$ cat src/hw/rtl/oule_pkg.sv
package oule_pkg;

	// Default list depth
	localparam int CAPACITY_DEF = 16;

	// Field widths
	localparam int DATA_W   = 32;
	localparam int ENTRY_W  = 31;
	localparam int OPCODE_W = 3;
	localparam int COUNT_W  = 5;
	localparam int STATUS_W = 2;

	// Value returned by anything other than a successful read
	localparam logic signed [DATA_W-1:0] NO_VALUE = -32'sd1;

	typedef enum logic [OPCODE_W-1:0] {
		OP_HEAD   = 3'd0,
		OP_TAIL   = 3'd1,
		OP_AFTER  = 3'd2,
		OP_REMOVE = 3'd3,
		OP_CLEAR  = 3'd4,
		OP_READ   = 3'd5
	} opcode_t;

	typedef enum logic [STATUS_W-1:0] {
		ST_DONE    = 2'd0,
		ST_IGNORED = 2'd1,
		ST_FULL    = 2'd2
	} status_t;

endpackage

$ cat src/hw/rtl/oule_req_if.sv
interface oule_req_if;
	logic                                     valid;
	logic                                     ready;
	logic [oule_pkg::OPCODE_W-1:0]            opcode;
	logic signed [oule_pkg::DATA_W-1:0]       value;
	logic signed [oule_pkg::DATA_W-1:0]       anchor;
	logic signed [oule_pkg::DATA_W-1:0]       position;

	modport source (output valid, output opcode, output value, output anchor,
		output position, input ready);
	modport sink (input valid, input opcode, input value, input anchor,
		input position, output ready);
endinterface

$ cat src/hw/rtl/oule_rsp_if.sv
interface oule_rsp_if;
	logic                                     valid;
	logic                                     ready;
	logic signed [oule_pkg::DATA_W-1:0]       read_value;
	logic [oule_pkg::COUNT_W-1:0]             entry_count;
	logic [oule_pkg::STATUS_W-1:0]            status;

	modport source (output valid, output read_value, output entry_count,
		output status, input ready);
	modport sink (input valid, input read_value, input entry_count,
		input status, output ready);
endinterface

$ cat src/hw/rtl/ordered_unique_list_engine.sv
// Ordered list of up to CAPACITY distinct non-negative values.
// Requests arrive on req (valid/ready); each request carries an opcode
// (insert at head, insert at tail, insert after anchor, remove, clear, read)
// and gives exactly one response on rsp: read value, entry count, status.
// The entries live in a single-port-read, single-port-write memory; one
// sequencer drives one read address and one compare stage over it.
// An insert or remove runs a search pass over the entries held, then moves
// entries one at a time, a read and then a write each, through the memory port;
// clear, unused opcodes and out-of-range reads go straight to the finish
// state, and a read in range waits on one memory read.
// The response is valid the cycle after the sequencer finishes.
// req.ready is high only while the sequencer is idle; a finished response
// sits in the output register, so the next request is taken while rsp is
// stalled, and the sequencer waits only if a second response is ready.
// Reset empties the list (count to zero) and drops any pending response;
// the entry memory is not cleared, as only entries below the count are read.
// entry_count is the count masked to five bits.
module ordered_unique_list_engine #(
	parameter int CAPACITY = oule_pkg::CAPACITY_DEF
) (
	input  logic              clk,
	input  logic              arst_n,
	oule_req_if.sink          req,
	oule_rsp_if.source        rsp
);
	import oule_pkg::*;

	localparam int AW = $clog2(CAPACITY);
	localparam int CW = $clog2(CAPACITY + 1);
	localparam logic [CW-1:0] CAP_C = CW'(CAPACITY);

	typedef enum logic [7:0] {
		S_IDLE    = 8'b0000_0001,
		S_SCAN    = 8'b0000_0010,
		S_DECIDE  = 8'b0000_0100,
		S_SH_RD   = 8'b0000_1000,
		S_SH_WR   = 8'b0001_0000,
		S_PUT     = 8'b0010_0000,
		S_RD_WAIT = 8'b0100_0000,
		S_FINISH  = 8'b1000_0000
	} state_t;

	state_t state_q;

	// Latched request
	opcode_t                   op_q;
	logic signed [DATA_W-1:0]  value_q;
	logic signed [DATA_W-1:0]  anchor_q;
	logic [AW-1:0]             pos_q;

	// List state and working registers
	logic [CW-1:0]             count_q;
	logic [CW-1:0]             scan_q;
	logic                      rd_pend_q;
	logic                      val_hit_q;
	logic                      anc_hit_q;
	logic [CW-1:0]             val_idx_q;
	logic [CW-1:0]             anc_idx_q;
	logic [CW-1:0]             at_q;
	logic [CW-1:0]             sh_q;
	status_t                   st_q;
	logic signed [DATA_W-1:0]  rd_q;

	// Response register
	logic                      rsp_vld_q;
	logic signed [DATA_W-1:0]  rsp_val_q;
	logic [COUNT_W-1:0]        rsp_cnt_q;
	status_t                   rsp_st_q;

	// Entry memory
	logic [ENTRY_W-1:0]        mem [CAPACITY];
	logic [ENTRY_W-1:0]        rdata_q;
	logic [AW-1:0]             raddr;
	logic [AW-1:0]             waddr;
	logic [ENTRY_W-1:0]        wdata;
	logic                      mem_we;

	logic [CW-1:0]             sh_dn;
	logic [CW-1:0]             sh_up;
	logic                      is_insert;
	logic                      val_eq;
	logic                      anc_eq;
	logic                      rsp_load;

	assign sh_dn = sh_q - CW'(1);
	assign sh_up = sh_q + CW'(1);
	assign is_insert = (op_q == OP_HEAD) || (op_q == OP_TAIL) || (op_q == OP_AFTER);

	// Shared compare stage on the registered read word
	assign val_eq = rd_pend_q && ({1'b0, rdata_q} == value_q);
	assign anc_eq = rd_pend_q && ({1'b0, rdata_q} == anchor_q);

	assign req.ready = (state_q == S_IDLE);
	assign rsp_load  = (state_q == S_FINISH) && (!rsp_vld_q || rsp.ready);

	// Memory port control
	always_comb begin
		raddr  = scan_q[AW-1:0];
		waddr  = sh_q[AW-1:0];
		wdata  = rdata_q;
		mem_we = 1'b0;
		case (state_q)
			S_SH_RD: begin
				raddr = is_insert ? sh_dn[AW-1:0] : sh_up[AW-1:0];
			end
			S_SH_WR: begin
				mem_we = 1'b1;
			end
			S_PUT: begin
				waddr  = at_q[AW-1:0];
				wdata  = value_q[ENTRY_W-1:0];
				mem_we = 1'b1;
			end
			S_RD_WAIT: begin
				raddr = pos_q;
			end
			default: begin
				raddr = scan_q[AW-1:0];
			end
		endcase
	end

	always_ff @(posedge clk) begin
		if (mem_we) begin
			mem[waddr] <= wdata;
		end
		rdata_q <= mem[raddr];
	end

	// Sequencer
	always_ff @(posedge clk or negedge arst_n) begin
		if (!arst_n) begin
			state_q   <= S_IDLE;
			count_q   <= '0;
			rd_pend_q <= 1'b0;
		end else begin
			case (state_q)
				S_IDLE: begin
					if (req.valid) begin
						op_q      <= opcode_t'(req.opcode);
						value_q   <= req.value;
						anchor_q  <= req.anchor;
						pos_q     <= req.position[AW-1:0];
						rd_q      <= NO_VALUE;
						st_q      <= ST_DONE;
						scan_q    <= '0;
						rd_pend_q <= 1'b0;
						val_hit_q <= 1'b0;
						anc_hit_q <= 1'b0;
						case (opcode_t'(req.opcode))
							OP_HEAD, OP_TAIL, OP_AFTER, OP_REMOVE: begin
								state_q <= S_SCAN;
							end
							OP_CLEAR: begin
								count_q <= '0;
								state_q <= S_FINISH;
							end
							OP_READ: begin
								if (!req.position[DATA_W-1] &&
								    (req.position[DATA_W-2:0] < (DATA_W-1)'(count_q))) begin
									state_q <= S_RD_WAIT;
								end else begin
									st_q    <= ST_IGNORED;
									state_q <= S_FINISH;
								end
							end
							default: begin
								st_q    <= ST_IGNORED;
								state_q <= S_FINISH;
							end
						endcase
					end
				end
				// Search pass: issue one read per cycle, compare the word in the next cycle
				S_SCAN: begin
					if (val_eq) begin
						val_hit_q <= 1'b1;
						val_idx_q <= scan_q - CW'(1);
					end
					if (anc_eq) begin
						anc_hit_q <= 1'b1;
						anc_idx_q <= scan_q - CW'(1);
					end
					if (scan_q != count_q) begin
						scan_q    <= scan_q + CW'(1);
						rd_pend_q <= 1'b1;
					end else begin
						rd_pend_q <= 1'b0;
						state_q   <= S_DECIDE;
					end
				end
				S_DECIDE: begin
					if (is_insert) begin
						if (value_q[DATA_W-1] || val_hit_q) begin
							st_q    <= ST_IGNORED;
							state_q <= S_FINISH;
						end else if ((op_q == OP_AFTER) && !anc_hit_q) begin
							st_q    <= ST_IGNORED;
							state_q <= S_FINISH;
						end else if (count_q >= CAP_C) begin
							st_q    <= ST_FULL;
							state_q <= S_FINISH;
						end else begin
							case (op_q)
								OP_HEAD:  at_q <= '0;
								OP_TAIL:  at_q <= count_q;
								default:  at_q <= anc_idx_q + CW'(1);
							endcase
							sh_q    <= count_q;
							state_q <= S_SH_RD;
						end
					end else if (val_hit_q) begin
						sh_q    <= val_idx_q;
						state_q <= S_SH_RD;
					end else begin
						st_q    <= ST_IGNORED;
						state_q <= S_FINISH;
					end
				end
				// Move one entry: read here, write in the next cycle
				S_SH_RD: begin
					if (is_insert) begin
						state_q <= (sh_q > at_q) ? S_SH_WR : S_PUT;
					end else if (sh_up < count_q) begin
						state_q <= S_SH_WR;
					end else begin
						count_q <= count_q - CW'(1);
						state_q <= S_FINISH;
					end
				end
				S_SH_WR: begin
					sh_q    <= is_insert ? sh_dn : sh_up;
					state_q <= S_SH_RD;
				end
				S_PUT: begin
					count_q <= count_q + CW'(1);
					state_q <= S_FINISH;
				end
				S_RD_WAIT: begin
					if (rd_pend_q) begin
						rd_q      <= {1'b0, rdata_q};
						rd_pend_q <= 1'b0;
						state_q   <= S_FINISH;
					end else begin
						rd_pend_q <= 1'b1;
					end
				end
				S_FINISH: begin
					if (rsp_load) begin
						state_q <= S_IDLE;
					end
				end
				default: begin
					state_q <= S_IDLE;
				end
			endcase
		end
	end

	// Response register
	always_ff @(posedge clk or negedge arst_n) begin
		if (!arst_n) begin
			rsp_vld_q <= 1'b0;
		end else if (rsp_load) begin
			rsp_vld_q <= 1'b1;
		end else if (rsp.ready) begin
			rsp_vld_q <= 1'b0;
		end
	end

	always_ff @(posedge clk) begin
		if (rsp_load) begin
			rsp_val_q <= rd_q;
			rsp_cnt_q <= COUNT_W'(count_q);
			rsp_st_q  <= st_q;
		end
	end

	assign rsp.valid       = rsp_vld_q;
	assign rsp.read_value  = rsp_val_q;
	assign rsp.entry_count = rsp_cnt_q;
	assign rsp.status      = rsp_st_q;

endmodule

$ cat src/flat_wrapper.sv
// flat-port wrapper written by rule: the top's interface ports become plain ports
module ordered_unique_list_engine_flat import oule_pkg::*;
#(
	parameter int CAPACITY = oule_pkg::CAPACITY_DEF
)
  (clk, arst_n, req_valid, req_opcode, req_value, req_anchor, req_position, req_ready, rsp_valid, rsp_read_value, rsp_entry_count, rsp_status, rsp_ready);
  oule_req_if req_i ();
  oule_rsp_if rsp_i ();
  input  logic clk;
  input  logic arst_n;
  input wire logic [$bits(req_i.valid)-1:0] req_valid;
  input wire logic [$bits(req_i.opcode)-1:0] req_opcode;
  input wire logic [$bits(req_i.value)-1:0] req_value;
  input wire logic [$bits(req_i.anchor)-1:0] req_anchor;
  input wire logic [$bits(req_i.position)-1:0] req_position;
  output wire logic [$bits(req_i.ready)-1:0] req_ready;
  output wire logic [$bits(rsp_i.valid)-1:0] rsp_valid;
  output wire logic [$bits(rsp_i.read_value)-1:0] rsp_read_value;
  output wire logic [$bits(rsp_i.entry_count)-1:0] rsp_entry_count;
  output wire logic [$bits(rsp_i.status)-1:0] rsp_status;
  input wire logic [$bits(rsp_i.ready)-1:0] rsp_ready;
  assign req_i.valid = req_valid;
  assign req_i.opcode = req_opcode;
  assign req_i.value = req_value;
  assign req_i.anchor = req_anchor;
  assign req_i.position = req_position;
  assign req_ready = req_i.ready;
  assign rsp_valid = rsp_i.valid;
  assign rsp_read_value = rsp_i.read_value;
  assign rsp_entry_count = rsp_i.entry_count;
  assign rsp_status = rsp_i.status;
  assign rsp_i.ready = rsp_ready;
  ordered_unique_list_engine #(.CAPACITY(CAPACITY)) u_core (.clk(clk), .arst_n(arst_n), .req(req_i), .rsp(rsp_i));
endmodule
$ cat config.mk
export PLATFORM = sky130hd
export DESIGN_NAME = ordered_unique_list_engine_flat
export DESIGN_NICKNAME = d
export VERILOG_FILES = /design/src/hw/rtl/oule_pkg.sv /design/src/hw/rtl/oule_req_if.sv /design/src/hw/rtl/oule_rsp_if.sv /design/src/hw/rtl/ordered_unique_list_engine.sv /design/src/flat_wrapper.sv
export SDC_FILE = /design/constraint.sdc
export NUM_CORES = 1
export LEC_CHECK = 0
export ABC_AREA = 1
export BUFFER_PORTS_ARGS = -buffer_cell sky130_fd_sc_hd__buf_4
export CORE_MARGIN = 4
export CORE_UTILIZATION = 50
export CTS_BUF_LIST = sky130_fd_sc_hd__clkbuf_8 sky130_fd_sc_hd__clkbuf_16
export CTS_CLUSTER_SIZE = 40
export DETAILED_ROUTE_END_ITERATION = 8
export HOLD_SLACK_MARGIN = 0.08
export PLACE_DENSITY = 0.66
export RECOVER_POWER = 100
export SYNTH_ARGS = -nofsm -noshare
export SYNTH_HDL_FRONTEND = slang
export SYNTH_SLANG_ARGS = --single-unit
$ cat constraint.sdc
create_clock -name clk -period 5.3 [get_ports clk]
set_input_delay 1.06 -clock clk [delete_from_list [all_inputs] [get_ports clk]]
set_output_delay 1.06 -clock clk [all_outputs]
set_load 0.02 [all_outputs]
Word-level counts from Yosys, hierarchy flattened

Memories as Yosys holds them, arrays and structs flattened. A register that Yosys moved wholly into a read port is not among the register bits.
Index checks and enable logic that the tools add are counted.

Memories: 1
Word-level logic and storage cells: 166
Output and inout bits: 41
Input bits: 103
Memory bits (writable): 496
Register bits after elaboration: 186

Magnitude comparators: 4
Bitwise logic cells: 3
$add $sub $neg: 7
Mux-type cells: 60
Equality and inequality tests: 34
Reduce and logical (&&, ||, !) cells: 37

Memories:

| memory     | depth | bits a word | rd ports | clocked after Yosys merged registers in | write ports | RTL line                         | text |
|---|---|---|---|---|---|---|---|
| u_core.mem | 16    | 31          | 1        | 1                                       | 1           | ordered_unique_list_engine.sv:71 | `logic [ENTRY_W-1:0] mem [CAPACITY];` |

Operators with widths:

| cell                  | number |
|---|---|
| $mux W8               | 12 |
| $eq A31 B32 Y1        | 2 |
| $mux W32              | 2 |
| $pmux W32 S2          | 1 |
| $pmux W8 S8           | 1 |
| $mux W5               | 12 |
| $lt A31 B5 Y1         | 1 |
| $mux W31              | 1 |
| $pmux W5 S2           | 3 |
| $add A5 B1 Y5 const B | 4 |
| $reduce_and A4 Y1     | 5 |
| $pmux W8 S2           | 1 |
| $pmux W5 S3           | 1 |
| $sub A5 B1 Y5 const B | 3 |
| $mux W2               | 6 |
| $ne A2 B1 Y1 const B  | 6 |
| $ne A3 B3 Y1 const B  | 4 |
| $reduce_and A6 Y1     | 2 |
| $mux W1               | 11 |
| $reduce_and A5 Y1     | 2 |
| $reduce_bool A2 Y1    | 5 |
| $eq A3 B2 Y1 const B  | 3 |
| $reduce_and A3 Y1     | 3 |
| $eq A8 B1 Y1 const B  | 1 |
| other kinds (32)      | 53 |

Longest topological paths before layout

Word-level depth: 6
Depth in mapped cells: 16
Gate-level depth less buffers: 15

Worst setup path before layout

Ideal clock, no wire load.

Kind: reg-to-reg
Start point: register u_core.state_q[7]
End point: register u_core.anchor_q[0] (enable)
Arrival time: 4.188 ns
Path buffers: 0
Period minus slack after synthesis: 4.689 ns
Cell stages (with the launch flop): 8
Setup time: 0.501 ns
Required time: 4.799 ns
Slack: 0.611 ns
Cell sequence: dfrtp_1 -> nor2_1 -> nand2_1 -> inv_2 -> nand4_1 -> inv_1 -> nand2_1 -> nor2_1

Cells in the longest elaborated chain, start to end: 2

RTL lines:

| item                        | RTL line                          | text |
|---|---|---|
| start, declared             | ordered_unique_list_engine.sv:43  | `state_t state_q;` |
| start signal, assigned      | ordered_unique_list_engine.sv:223 | `state_q <= (sh_q > at_q) ? S_SH_WR : S_PUT;` |
| $eq A8 B1 Y1                | -                                 |  |
| net req_ready               | flat_wrapper.sv:16                | `output wire logic [$bits(req_i.ready)-1:0] req_ready;` |
| $reduce_and A3 Y1 (no line) | -                                 |  |
| end signal, assigned        | ordered_unique_list_engine.sv:142 | `anchor_q <= req.anchor;` |
| end, declared               | ordered_unique_list_engine.sv:48  | `logic signed [DATA_W-1:0] anchor_q;` |

The timed path passes the listed nets, and every way through them passes these cells.
A chain may end at the register's enable or synchronous reset.

Worst setup path in the final report

Start point: register u_core.state_q[2]
End point: memory u_core.mem[1][8] (enable)

Cells in the longest elaborated chain, start to end: 5
Elaborated cells between the ends (all ways): 7
Classes of those cells: eq/ne: 2; mux: 4; reduce/logical: 1

RTL lines:

| item                                         | RTL line                          | text |
|---|---|---|
| $eq A8 B5 Y1 or $eq A8 B6 Y1 (tied branches) | ordered_unique_list_engine.sv:102 | `case (state_q)` |
| $reduce_or A2 Y1 (no line)                   | -                                 |  |
| $mux W1                                      | ordered_unique_list_engine.sv:102 |  |
| $mux W1                                      | ordered_unique_list_engine.sv:124 | `if (mem_we) begin` |
| $mux W1 (not written as such)                | ordered_unique_list_engine.sv:125 | `mem[waddr] <= wdata;` |
| end, declared                                | ordered_unique_list_engine.sv:71  |  |

Parallel ways exist; a longest one is shown, timed or not.

==> flow_summary.ini <==
[outcome]
status = finished, violations left
violations = capacitance limit, slew limit

[sta]
setup_tns_ps = 0
final_max_slew_viol_count = 194
hold_violations = 0
slew_headroom_pct = -134
fin_crit_sh_pct = 82.3
rsz0062_at_grt = no
fmax_ghz = 0.229
skew_ps = 17.9
setup_viol = 0
worstMarginPinSlew_ps = 3490
period_needed_ps = 4360

[clocking]
cts_tree = yes
numCtsBuffers = 73
clock-sinks = 713
clockBufferDepth = 3
clk_pin_slew_ps = 60
h-tree-depth = 3
post-cts-setup-buffers = 0
clock_latency_ps = 610
ctsResizeCount = 0
hold_buffers = 0
cts_root_buffer = clkbuf_16

[detailed_routing]
drc = 0
routedWlPerCell_um = 21.6
dr_wl_met3_um = 5500
wl_met1_um = 32400
avgViaCountPerCell = 5.67
drtIter0Drc = 2140
met2WireLength_um = 40100
num_vias = 21266
drtPass1Iterations = 5
drt-total-wl_um = 81000
antenna_left = 0
top_layer_used = met4

[min_path]
hold_path_class = reg -> reg
hold_path_depth = 0

[setup_path]
cp.required_ps = 5520
crit_type = reg -> reg
reg2reg_depth = 8
critPathMaxFanout = 17
cp.arrival_ps = 4580
cp-end-kind = flop
start_kind = flop

[global_routing]
grtUsageTotal_pct = 24.3
antenna_found_initial = 1
grt_first_pass_wirelength_um = 124000
grt_max_degree = 166
grt_pass1_vias = 20873
grt_overflow_total = 0

[layout]
syn2layout_area_growth_pct = 12.8
final_common_cell = nand2_1
fin_cells = 3748
mostFrequentLayoutCells = 802 x nand2_1, 667 x edfxtp_1, 430 x nand3_1, 250 x inv_1, 127 x nand3b_1
antenna_cells = 0
drive_above_1_share_pct = 8.36
utilization_pct = 57.1
nNetsFinal = 3032
fin_area_mm2 = 0.0346

[yosys]
netlist_area_mm2 = 0.0307
ys_seq_elements = 713
seq_area_frac_synth_pct = 68.5
synth_area_leaders = edfxtp_1 65%, nand2_1 9.8%, nand3_1 7.0%
synth_top_area_share_pct = 65.3
ys_warn_count = 0
synth_cell_type_count = 40
synth_ff_type = edfxtp_1
synth-edff-count = 667
syn_inst = 2772
synth_area_leader_cell = edfxtp_1
syn_nets = 2897
async_flop_share_pct = 2.10
syn_avg_cell_area_um2 = 11.1

[die]
die_area_mm2 = 0.0654
core_mm2 = 0.0606
row_count = 90
start_util_pct = 50.6
die_y_um = 256
ios = 144
die_w_um = 256

[place]
dp_hpwl_um = 48900
placed_cell_area_mm2 = 0.0327
placed_cells = 3614
gp_congestion = 0.882
port_buffers = 143

[power_and_ir_drop]
powerDensity_mw_per_mm2 = 471
power_leakage_nw = 13.4
power_mw = 16.3
irDropWorstVdd_mv = 0.359

[flow_run]
cap_violations = 5
critical path, cell delays in order (launching register included):
cell and delay [ps]:
dfrtp_1 380, inv_1 90, nand2_1 90, nor2_1 240
nand2_1 450, o21ai_0 710, nand2_1 410, nor2_4 700
clkbuf_1 880
area by class of cell:
class | instances | area [µm²]
well taps | 782 | 978
flip-flops and latches | 713 | 21000
fillers | 5058 | 26000
clock inverters | 56 | 384
inverters | 238 | 902
multi-input cells | 1681 | 8230
clock buffers | 78 | 1910
repair buffers | 200 | 1180
metrics by stage:
| step | worst slack (ps) | hold slack [ps] |
|---|---|---|
| final | 940 | 411 |
| after global routing | 636 | 425 |
| after CTS | 1530 | 295 |
| after detailed placement | 1570 | 405 |
| after global placement | 1700 | 402 |
| after floorplan | 611 | 400 |
worst paths after layout:
check,slack (ps),end,from
max reg2reg,940,u_core.mem[1][8]$_DFFE_PP_,u_core.state_q[2]$_DFFE_PN0P_
max in group asynchronous,4080,u_core.rsp.valid$_DFFE_PN0P_,arst_n
max,940,u_core.mem[1][8]$_DFFE_PP_,u_core.state_q[2]$_DFFE_PN0P_
min,410,u_core.rsp.read_value[10]$_DFFE_PP_,u_core.rd_q[10]$_SDFFCE_PP1P_
min reg2reg,410,u_core.rsp.read_value[10]$_DFFE_PP_,u_core.rd_q[10]$_SDFFCE_PP1P_
min in group asynchronous,610,u_core.count_q[0]$_DFFE_PN0P_,arst_n
power breakdown:
part | leakage (nW) | internal [mW] | switching (mW) | total [mW]
sequential | 6.35 | 7.12 | 0.355 | 7.47
combinational | 5.81 | 1.03 | 2.86 | 3.89
clock | 1.21 | 2.80 | 2.12 | 4.92
total | 13.4 | 10.9 | 5.34 | 16.3
registers in the layout, summed over array words and instances, names as in the netlist, 2 cells and up:
register                flops
u_core.mem                496
u_core.anchor_q            32
u_core.rd_q                32
u_core.rsp.read_value      32
u_core.value_q             32
u_core.rdata_q             31
u_core.state_q              8
u_core.anc_idx_q            5
u_core.at_q                 5
u_core.count_q              5
u_core.rsp.entry_count      5
u_core.scan_q               5
u_core.sh_q                 5
u_core.val_idx_q            5
u_core.pos_q                4
u_core.op_q                 3
u_core.rsp.status           2
u_core.st_q                 2
cells in the mapped netlist (2+ instances only):
cell type,number
inv_2,11
clkbuf_1,41
ha_1,21
o21ai_0,60
nor2_1,87
nor3_1,12
buf_2,76
nor2_4,2
nor4_1,7
or2_2,10
dfrtp_1,14
nand2_4,2
nand2_1,800
xnor2_1,15
o211ai_1,2
nand3b_1,127
o2111ai_1,5
edfxtp_1,667
buf_4,9
dfxtp_1,31
buf_1,12
inv_1,227
xor2_1,19
nand4_1,16
a21oi_1,23
o22ai_1,26
buf_6,2
nand3_1,431
nand2_2,4
a211oi_1,3
per-layer routing:
metal / vias up / global-route usage (%)
li1: 9793 / -
met1: 10472 / 32.0
met2: 850 / 41.7
met3: 151 / 3.42
met4: 0 / 8.70
met5: - / 0
logic make-up (layout without fill, tap and decap cells):
group	Yosys count	in the layout	share of synthesized area (%)
and+or+nand+nor	1501	1501	22.2
DFF	713	713	68.5
buffers and inverters	378	572	5.09
AOI/OAI and AO/OA	124	124	2.30
xor gates and xnor gates	34	34	0.971
adders and majority gates	22	22	0.922
Power figures use the tool's default switching activity.
